--- config.mk ---
export PLATFORM = sky130hd
export DESIGN_NAME = bounded_priority_queue
export DESIGN_NICKNAME = d
export VERILOG_FILES = /design/src/rtl/core/bpq_pkg.sv /design/src/rtl/core/bpq_store.sv /design/src/rtl/core/bpq_ctrl.sv /design/src/rtl/core/bounded_priority_queue.sv
export VERILOG_INCLUDE_DIRS = /design/src /design/src/rtl/core
export SDC_FILE = /design/constraint.sdc
export NUM_CORES = 2
export LEC_CHECK = 0
export BUFFER_PORTS_ARGS = -buffer_cell sky130_fd_sc_hd__buf_2
export CAP_MARGIN = 30
export CORE_ASPECT_RATIO = 0.8
export CORE_MARGIN = 2
export CORE_UTILIZATION = 60
export DETAILED_ROUTE_END_ITERATION = 16
export GPL_ROUTABILITY_DRIVEN = 0
export PLACE_DENSITY_LB_ADDON = 0.12
export SYNTH_ARGS = -nofsm -noshare
export SYNTH_HDL_FRONTEND = slang
export SYNTH_SLANG_ARGS = --single-unit
--- constraint.sdc ---
create_clock -name clk -period 11.4 [get_ports clk]
set_input_delay 1.71 -clock clk [delete_from_list [all_inputs] [get_ports clk]]
set_output_delay 1.71 -clock clk [all_outputs]
set_load 0.01 [all_outputs]
--- src/rtl/core/assert_macros.svh ---
// Assertion macros shared by the queue RTL.
`ifndef ASSERT_MACROS_SVH
`define ASSERT_MACROS_SVH

`ifndef SYNTH
// Condition holds at every edge outside reset.
`define ASSERT_ALWAYS(lbl, clk, rst_n, cond) \
  lbl: assert property (@(posedge clk) disable iff (!rst_n) (cond)) \
    else $error("assertion failed");
// Antecedent implies consequent in the same cycle.
`define ASSERT_IMPL(lbl, clk, rst_n, ante, cons) \
  lbl: assert property (@(posedge clk) disable iff (!rst_n) (ante) |-> (cons)) \
    else $error("assertion failed");
// Antecedent implies consequent in the next cycle.
`define ASSERT_NEXT(lbl, clk, rst_n, ante, cons) \
  lbl: assert property (@(posedge clk) disable iff (!rst_n) (ante) |=> (cons)) \
    else $error("assertion failed");
`else
`define ASSERT_ALWAYS(lbl, clk, rst_n, cond)
`define ASSERT_IMPL(lbl, clk, rst_n, ante, cons)
`define ASSERT_NEXT(lbl, clk, rst_n, ante, cons)
`endif

`endif

--- src/rtl/core/bpq_pkg.sv ---
// Types, constants and codes of the bounded priority queue.
`default_nettype none
package bpq_pkg;

  localparam int DEPTH = 16;
  localparam int IDX_W = $clog2(DEPTH);
  localparam int CNT_W = $clog2(DEPTH + 1);

  localparam logic [1:0] CMD_INSERT = 2'd0;
  localparam logic [1:0] CMD_REMOVE = 2'd1;
  localparam logic [1:0] CMD_LIST   = 2'd2;

  localparam logic [1:0] ST_OK    = 2'd0;
  localparam logic [1:0] ST_FULL  = 2'd1;
  localparam logic [1:0] ST_EMPTY = 2'd2;

  typedef struct packed {
    logic [1:0]         command;
    logic signed [31:0] new_data;
    logic signed [31:0] new_priority;
  } in_item_t;

  typedef struct packed {
    logic [1:0]         status;
    logic signed [31:0] entry_data;
    logic               is_last;
  } out_item_t;

  // Controller to datapath commands.
  typedef struct packed {
    logic             ins;
    logic             rem;
    logic             load;
    logic [1:0]       status;
    logic             sel_entry;
    logic             last;
    logic [IDX_W-1:0] idx;
  } dp_cmd_t;

  // Datapath to controller status.
  typedef struct packed {
    logic             full;
    logic             empty;
    logic [CNT_W-1:0] count;
  } dp_sts_t;

endpackage
`default_nettype wire

--- src/rtl/core/bpq_store.sv ---
// Datapath: sorted shifting entry store, entry count and result register.
`default_nettype none
`include "assert_macros.svh"
module bpq_store
  import bpq_pkg::*;
(
  input  wire logic               clk,
  input  wire logic               rst_n,
  input  wire dp_cmd_t            cmd,
  input  wire logic signed [31:0] new_data,
  input  wire logic signed [31:0] new_priority,
  output dp_sts_t                 sts,
  output out_item_t               res
);

  logic signed [31:0] val_r [DEPTH];
  logic signed [31:0] pri_r [DEPTH];
  logic signed [31:0] val_nxt [DEPTH];
  logic signed [31:0] pri_nxt [DEPTH];
  logic [CNT_W-1:0]   cnt_r, cnt_nxt;
  logic [DEPTH-1:0]   take;
  out_item_t          res_r, res_nxt;

  // A cell takes a shifted or new entry at or after the insert position.
  always_comb begin
    for (int i = 0; i < DEPTH; i++) begin
      take[i] = (CNT_W'(i) == cnt_r) ||
                ((CNT_W'(i) < cnt_r) && (pri_r[i] > new_priority));
    end
  end

  always_comb begin
    for (int i = 0; i < DEPTH; i++) begin
      val_nxt[i] = val_r[i];
      pri_nxt[i] = pri_r[i];
    end
    cnt_nxt = cnt_r;
    if (cmd.ins) begin
      if (take[0]) begin
        val_nxt[0] = new_data;
        pri_nxt[0] = new_priority;
      end
      for (int i = 1; i < DEPTH; i++) begin
        if (take[i-1]) begin
          val_nxt[i] = val_r[i-1];
          pri_nxt[i] = pri_r[i-1];
        end else if (take[i]) begin
          val_nxt[i] = new_data;
          pri_nxt[i] = new_priority;
        end
      end
      cnt_nxt = cnt_r + CNT_W'(1);
    end else if (cmd.rem) begin
      // Advance every entry toward the head.
      for (int i = 0; i < DEPTH - 1; i++) begin
        val_nxt[i] = val_r[i+1];
        pri_nxt[i] = pri_r[i+1];
      end
      cnt_nxt = cnt_r - CNT_W'(1);
    end
  end

  always_comb begin
    res_nxt = res_r;
    if (cmd.load) begin
      res_nxt.status     = cmd.status;
      res_nxt.entry_data = cmd.sel_entry ? val_r[cmd.idx] : 32'sd0;
      res_nxt.is_last    = cmd.last;
    end
  end

  always_ff @(posedge clk) begin
    for (int i = 0; i < DEPTH; i++) begin
      val_r[i] <= val_nxt[i];
      pri_r[i] <= pri_nxt[i];
    end
    res_r <= res_nxt;
  end

  always_ff @(posedge clk) begin
    if (!rst_n) begin
      cnt_r <= '0;
    end else begin
      cnt_r <= cnt_nxt;
    end
  end

  assign sts.full  = (cnt_r == CNT_W'(DEPTH));
  assign sts.empty = (cnt_r == '0);
  assign sts.count = cnt_r;
  assign res       = res_r;

  `ASSERT_ALWAYS(a_cnt_bound, clk, rst_n, cnt_r <= CNT_W'(DEPTH))
  `ASSERT_IMPL(a_ins_not_full, clk, rst_n, cmd.ins, !sts.full && !cmd.rem)
  `ASSERT_NEXT(a_ins_count, clk, rst_n, cmd.ins, cnt_r == $past(cnt_r) + CNT_W'(1))
  `ASSERT_IMPL(a_rem_not_empty, clk, rst_n, cmd.rem, !sts.empty)

endmodule
`default_nettype wire

--- src/rtl/core/bpq_ctrl.sv ---
// Controller: handshake, command decode and list sequencing.
`default_nettype none
`include "assert_macros.svh"
module bpq_ctrl
  import bpq_pkg::*;
(
  input  wire logic       clk,
  input  wire logic       rst_n,
  input  wire logic       in_valid,
  input  wire logic [1:0] command,
  output logic            in_ready,
  input  wire logic       out_ready,
  output logic            out_valid,
  input  wire dp_sts_t    sts,
  output dp_cmd_t         cmd
);

  localparam logic S_IDLE = 1'b0;
  localparam logic S_LIST = 1'b1;

  logic             state_r, state_nxt;
  logic [IDX_W-1:0] idx_r, idx_nxt;
  logic             out_valid_r, out_valid_nxt;
  logic             out_free;
  logic             accept;

  assign out_free = !out_valid_r || out_ready;
  assign in_ready = (state_r == S_IDLE) && out_free;
  assign accept   = in_valid && in_ready;

  always_comb begin
    state_nxt     = state_r;
    idx_nxt       = idx_r;
    cmd           = '0;
    case (state_r)
      S_IDLE: begin
        if (accept) begin
          case (command)
            CMD_INSERT: begin
              cmd.ins    = !sts.full;
              cmd.load   = 1'b1;
              cmd.status = sts.full ? ST_FULL : ST_OK;
              cmd.last   = 1'b1;
            end
            CMD_REMOVE: begin
              cmd.rem    = !sts.empty;
              cmd.load   = 1'b1;
              cmd.status = sts.empty ? ST_EMPTY : ST_OK;
              cmd.last   = 1'b1;
            end
            CMD_LIST: begin
              cmd.load = 1'b1;
              if (sts.empty) begin
                cmd.status = ST_EMPTY;
                cmd.last   = 1'b1;
              end else begin
                cmd.status    = ST_OK;
                cmd.sel_entry = 1'b1;
                cmd.idx       = '0;
                cmd.last      = (sts.count == CNT_W'(1));
                if (sts.count != CNT_W'(1)) begin
                  state_nxt = S_LIST;
                  idx_nxt   = IDX_W'(1);
                end
              end
            end
            default: begin
              // Drop the unused command without a result.
            end
          endcase
        end
      end
      S_LIST: begin
        if (out_free) begin
          cmd.load      = 1'b1;
          cmd.status    = ST_OK;
          cmd.sel_entry = 1'b1;
          cmd.idx       = idx_r;
          cmd.last      = (CNT_W'(idx_r) + CNT_W'(1) == sts.count);
          if (cmd.last) begin
            state_nxt = S_IDLE;
          end else begin
            idx_nxt = idx_r + IDX_W'(1);
          end
        end
      end
      default: begin
        state_nxt = S_IDLE;
      end
    endcase
  end

  always_comb begin
    if (cmd.load) begin
      out_valid_nxt = 1'b1;
    end else if (out_ready) begin
      out_valid_nxt = 1'b0;
    end else begin
      out_valid_nxt = out_valid_r;
    end
  end

  always_ff @(posedge clk) begin
    if (!rst_n) begin
      state_r     <= S_IDLE;
      idx_r       <= '0;
      out_valid_r <= 1'b0;
    end else begin
      state_r     <= state_nxt;
      idx_r       <= idx_nxt;
      out_valid_r <= out_valid_nxt;
    end
  end

  assign out_valid = out_valid_r;

  `ASSERT_IMPL(a_list_nonempty, clk, rst_n, state_r == S_LIST, !sts.empty && !cmd.ins && !cmd.rem)
  `ASSERT_IMPL(a_list_idx_range, clk, rst_n, state_r == S_LIST, CNT_W'(idx_r) < sts.count)
  `ASSERT_IMPL(a_load_slot_free, clk, rst_n, cmd.load, out_free)

endmodule
`default_nettype wire

--- src/rtl/core/bounded_priority_queue.sv ---
// Top level of the bounded priority queue: controller plus sorted-store datapath.
// Each command's first result is registered in the cycle after its transfer.
// While the single output register is free, insert and remove take one item per
// cycle, and a list, holding the input until its last entry is loaded, gives one
// result per cycle. Insert is one parallel compare-and-shift over all store cells.
// Reset (rst_n low, synchronous) empties the queue and clears the output valid.
`default_nettype none
module bounded_priority_queue
  import bpq_pkg::*;
(
  input  wire logic      clk,
  input  wire logic      rst_n,
  input  wire logic      in_valid,
  output logic           in_ready,
  input  wire in_item_t  in_item,
  output logic           out_valid,
  input  wire logic      out_ready,
  output out_item_t      out_item
);

  dp_cmd_t cmd;
  dp_sts_t sts;

  bpq_ctrl u_ctrl (
    .clk       (clk),
    .rst_n     (rst_n),
    .in_valid  (in_valid),
    .command   (in_item.command),
    .in_ready  (in_ready),
    .out_ready (out_ready),
    .out_valid (out_valid),
    .sts       (sts),
    .cmd       (cmd)
  );

  bpq_store u_store (
    .clk          (clk),
    .rst_n        (rst_n),
    .cmd          (cmd),
    .new_data     (in_item.new_data),
    .new_priority (in_item.new_priority),
    .sts          (sts),
    .res          (out_item)
  );

endmodule
`default_nettype wire
Yosys cells after proc, flatten, opt, wreduce, memory -nomap -nowiden
Memories as Yosys holds them, arrays and structs flattened. A register that Yosys moved wholly into a read port is not among the register bits. Cells that the tools add are included.

Order comparisons: 32. Bitwise operators: 1. Mux-type cells: 99. Equality and inequality tests: 27. Reductions and logical operators: 46. $add $sub $neg: 4.

Operators by type and width (number): 32-bit 2-to-1 mux (64); 480-bit 2-to-1 mux (4); 32-bit greater-than comparator (16); 4-bit by 5-bit equality test with 1-bit output (first input constant) (8); 4-bit by 5-bit less-than comparator with 1-bit output (first input constant) (8); 4-bit 2-to-1 mux (6); 3-bit by 5-bit equality test with 1-bit output (first input constant) (4); 3-bit by 5-bit less-than comparator with 1-bit output (first input constant) (4); 1-bit logical AND (18); 9-bit case mux with 2 select lines (1); 1-bit logical OR (17); 1-bit 2-to-1 mux (14); 11-bit 2-to-1 mux (1); 2-bit by 5-bit equality test with 1-bit output (first input constant) (2); 1-bit by 5-bit less-than comparator with 1-bit output (first input constant) (2); 2-bit by 5-bit less-than comparator with 1-bit output (first input constant) (2); 5-bit 2-to-1 mux (2); 2-bit inequality test (second input constant) (5); 9-bit 2-to-1 mux (1); 4-bit case mux with 2 select lines (1); 3-bit case mux with 2 select lines (1); 6-bit AND reduction (1); 4-bit by 1-bit adder with 5-bit output (second input constant) (1); 5-bit by 1-bit adder with 5-bit output (second input constant) (1); 18 further kinds (25).

Output and inout bits: 37. Memories kept: 2. Register bits after elaboration: 14. Logic and storage cells: 217. Memory bits (writable): 1024. Input port bits: 70.

Memories: u_store.pri_r (words 16, bits a word 32, read ports 16, clocked after memory_dff 0, wr ports 16, RTL line bpq_store.sv:17) `logic signed [31:0] pri_r [DEPTH];`; u_store.val_r (words 16, bits a word 32, read ports 17, clocked after memory_dff 1, wr ports 16, RTL line bpq_store.sv:16) `logic signed [31:0] val_r [DEPTH];`.

Logic depth before layout (Yosys ltp)
Word-level depth: 8. Mapped depth: 13. Mapped depth without buffers: 10.

By module
A second synthesis with hierarchy kept.

Cell total of the unflattened synthesis: 6652. Area, all modules: 69342.8 µm².

Modules (own cells, without submodules): bpq_store (cells an instance 6572, instances 1, seq. area each 31900.6 µm², area each 68717.2 µm²); bpq_ctrl (cells an instance 80, instances 1, seq. area each 120.1 µm², area each 625.6 µm²).

Worst setup path before layout
No wires, ideal clock.

Kind: input port to flip-flop. Start: input in_item[23] in the netlist's numbering. End: memory u_store.pri_r[0][0], enable pin. Buffers on the path: 1. Required time: 10.826 ns. Slack: 2.296 ns. Data arrival time: 8.530 ns. Setup time: 0.574 ns. Cell stages on the path: 11. Cell sequence: inv_1 -> ha_1 -> a21oi_1 -> o21a_1 -> o21ai_0 -> a2111o_1 -> or3b_2 -> nand3_1 -> clkbuf_1 -> inv_1 -> o21ai_0.

RTL lines: start, declared (RTL line bounded_priority_queue.sv:15) `input wire in_item_t in_item,`; end, declared (RTL line bpq_store.sv:17).

==> key figures <==
Clock tree
  • CTS buffer count: 111
  • TritonCTS clock tree: done
  • Post-CTS Setup Repair Bufs: 0
  • Post-cts resize count: 0
  • Clock latency on the worst-skew pair: 780 ps
  • Max clock buf depth: 3
  • Num Clock Sinks: 1070
  • H-tree depth: 3
  • Clock root cell: clkbuf_16
  • CTS clk-pin slew, worst paths: 60 ps
  • Hold buffer count at cts: 0

Critical path
  • CP max FO: 41
  • Reg-to-reg setup timing slack: 5780 ps
  • WP buf/inv: 4
  • Nature of the critical path endpoint: register
  • CP max stage cell: o31a_2
  • Reg2reg path depth: 9
  • FF-to-FF End: u_store.pri_r[0][108]$_DFFE_PP_
  • RR Startpoint: u_store.pri_r[0][95]$_DFFE_PP_
  • Worst path arrival time: 7070 ps
  • Crit path top cell by count: buf_4
  • Crit path max-delay family: buffers and inverters
  • CP cell instances: buf_2 -> inv_1 -> ha_1 -> nand4_1 -> nor4_1 -> nand2_1 -> a2bb2oi_1 -> o22ai_4 -> or2_2 -> buf_4 -> o31a_2 -> buf_4
  • Delay of the slowest critical-path stage: 940 ps
  • Crit path launch type: primary input
  • Critical path type: primary input to register
  • Critical Path RT: 11760 ps

Final layout
  • Layout cell share with drive strength beyond 1: 9.810%
  • Post-route insts no fill: 8032
  • Fill cells: 8843
  • Area growth from synthesis to layout: 8.225%
  • Nets@finish: 7019
  • Final core utilization: 65.56%
  • Design area: 0.07381 sq mm

STA
  • Fin. max-slew vios: 0
  • Relative slew slack: 15.64%
  • Clock Skews: 40.73 ps
  • Final setup TNS: 0 ps
  • Final setup viols: 0
  • Min Tclk post-route: 6704 ps
  • Final hold violation count: 0
  • Period utilization: 58.80%
  • Worst Max-Slew Pin Slew: 1265 ps
  • RSZ-0062 raised after global routing: false
  • Fin Hold WS: 552.3 ps
  • Fmax: 149.2 MHz

Drt
  • Drt via density: 7.422
  • Via count: 59610
  • Wire length per cell: 30.99 um
  • Detailed Routing Iterations Pass 1: 7
  • Post-Route WL: 248900 um
  • Initial DRC Count: 10700
  • Antenna Nets Post-Route: 0
  • Drt drc: 0

Floorplan
  • Die Wd: 380.9 um
  • I/O Pins: 107
  • Die area: 0.1164 sq mm
  • Initial Util: 60.58%
  • Core Rows: 110
  • Core Footprint: 0.1126 sq mm
  • Die Ht: 305.6 um

Yosys
  • Primary FF master, synth: edfxtp_1
  • Synth top area cells: edfxtp_1 (47%), ha_1 (9.6%), o211ai_1 (5.8%)
  • EDFF count, synth: 1059
  • Flops & latches, synth: 1070
  • Syn. warnings: 0
  • Yosys top cell area share: 46.63%
  • Netlist cell types: 64
  • Mean Syn Cell Area: 10.37 sq um
  • Post-synth top area cell: edfxtp_1
  • Mapped Nets: 7167
  • Seq/Total Area, Yosys: 46.95%
  • Mapped Cells: 6574
  • Synth Cell Area: 0.06820 sq mm
  • Post-synth ARST share: 0%

Worst hold path
  • Worst Hold Depth: 2
  • Worst min path class: register to register
  • Worst Hold End: u_ctrl.idx_r[1]$_SDFFE_PN0P_
  • Hold Crit Start: u_ctrl.idx_r[1]$_SDFFE_PN0P_

Placed design
  • PortBufs: 106
  • DP HPWL: 153800 um
  • Placed cell count: 7815
  • Area after DPL: 0.07015 sq mm

Status
  • Status: finished clean

Global route
  • GR Overflow Total: 0
  • GRT Max-Usage Layer: met1
  • GRT Total Usage: 41.68%
  • Vias in the first global route: 54810
  • Met1 usage: 59.34%
  • Grt met3 use: 12.97%
  • Grt met2 use: 58.87%
  • Largest net degree at the start of global routing: 189
  • First-pass GRT wire length: 363200 um
  • Initial antenna violation count: 20

Power
  • Internal power: 6.929 mW
  • Leakage power: 28.33 nW
  • Gate power share: 14.2%
  • Net switching power: 2.775 mW
  • Clock power share: 37.3%
  • Pwr/cell area: 131.5 mW/mm^2
  • Flop pwr share: 48.5%
  • Sw Ratio: 28.60%
  • Max IR drop VDD: 0.1413 mV

Flow run
  • Max-cap violations: 0
placed cells by master, fill, tap and decap left out, types with 8 or more instances in the layout:
| master | n |
|---|---|
| clkinv_2 | 26 |
| o21ai_0 | 231 |
| ha_1 | 523 |
| mux2_2 | 63 |
| nor3_1 | 25 |
| mux4_2 | 128 |
| a21o_1 | 44 |
| buf_16 | 10 |
| or4_1 | 20 |
| nand3_1 | 490 |
| a21oi_1 | 429 |
| buf_12 | 10 |
| clkinv_1 | 24 |
| a211o_1 | 8 |
| edfxtp_1 | 1059 |
| nor4_1 | 13 |
| nor2_1 | 478 |
| or3_1 | 228 |
| a31oi_1 | 202 |
| nand4_1 | 114 |
| clkbuf_16 | 114 |
| buf_2 | 109 |
| dfxtp_1 | 11 |
| a21oi_4 | 9 |
| and2_1 | 12 |
| clkbuf_1 | 24 |
| nor2b_1 | 52 |
| a2111o_1 | 8 |
| o221ai_1 | 11 |
| mux2i_1 | 254 |
| inv_1 | 96 |
| a221oi_1 | 12 |
| a211oi_1 | 75 |
| o211ai_1 | 528 |
| buf_4 | 107 |
| nand2_1 | 801 |
| a21boi_0 | 14 |
worst max-delay path by stage:
stage,end,slack [ps],cells past startpoint,from
floorplan,u_store.pri_r[0][0]$_DFFE_PP_,2300,11,in_item[23]
global placement,u_store.pri_r[1][169]$_DFFE_PP_,3870,13,in_item[18]
detailed placement,u_store.pri_r[1][150]$_DFFE_PP_,4000,12,in_item[18]
CTS,u_store.pri_r[1][149]$_DFFE_PP_,4810,12,in_item[18]
global route,u_store.pri_r[1][104]$_DFFE_PP_,4830,12,in_item[21]
finish,u_store.pri_r[1][104]$_DFFE_PP_,4700,12,in_item[21]
sequential cells by signal (all words and copies together) (netlist names):
register	flops
u_ctrl.idx_r	4
u_ctrl.state_r	1
u_store.res	35
u_store.cnt_r	5
u_store.val_r	512
u_store.pri_r	512
u_ctrl.out_valid	1
cell families after synthesis:
family / synth area share [%]
AND/OR/NAND/NOR: 15.39
AO/OA/AOI/OAI: 15.47
flip-flops: 46.95
buffers and inverters: 3.495
adder cells (fa/ha/maj): 9.595
multiplexers: 8.995
XOR/XNOR: 0.1027
through the flow:
step / worst slack, ps / total power [mW]
floorplan: 2296 / 5.572
global placement: 3869 / 6.041
detailed placement: 4001 / 6.087
CTS: 4808 / 9.625
global route: 4828 / 9.932
finish: 4696 / 9.703
cell usage after synthesis, types with 96 or more instances:
cell type and instances:
a21oi_1 438, nand2_1 805, a31oi_1 206, clkbuf_1 398, nand4_1 114, inv_1 96, o21ai_0 233, edfxtp_1 1059
nand3_1 497, nor2_1 482, or3_1 228, ha_1 523, mux4_2 128, o211ai_1 528, mux2i_1 254
power by group through the flow:
| stage | sequential (mW) | clock, mW | combinational [mW] |
|---|---|---|---|
| 3_5_place_dp | 4.78 | 0 | 1.31 |
| 2_1_floorplan | 4.73 | 0 | 0.840 |
| 6_report | 4.71 | 3.62 | 1.38 |
| 4_1_cts | 4.70 | 3.61 | 1.31 |
| 5_1_grt | 4.71 | 3.75 | 1.46 |
| 3_3_place_gp | 4.78 | 0 | 1.26 |
worst reg2reg max path: stages (launching register included):
cell and delay, ps:
edfxtp_1 440, ha_1 510, nand4_1 230, or4_1 800
nor3_1 630, o211a_1 270, nor3_4 80, a21oi_4 800
buf_4 570, buf_4 770
layer usage:
| layer | vias to the layer above | wire [um] |
|---|---|---|
| li1 | 25100 | - |
| met1 | 28620 | 94010 |
| met2 | 5054 | 102900 |
| met3 | 814 | 39390 |
| met4 | 28 | 12430 |
| met5 | - | 188 |
layout make-up:
cell class / instances / area, sq um / area share, %
clock inverter: 63 / 481.7 / 0.6527
timing repair buffer: 238 / 1834 / 2.485
antenna: 6 / 15.01 / 0.02034
clock buffer: 138 / 2943 / 3.987
inverter: 96 / 360.3 / 0.4882
tap: 1512 / 1892 / 2.563
multi-input combinational: 4909 / 34260 / 46.42
sequential: 1070 / 32020 / 43.38
Note: power is estimated with default switching activity, not from simulation.
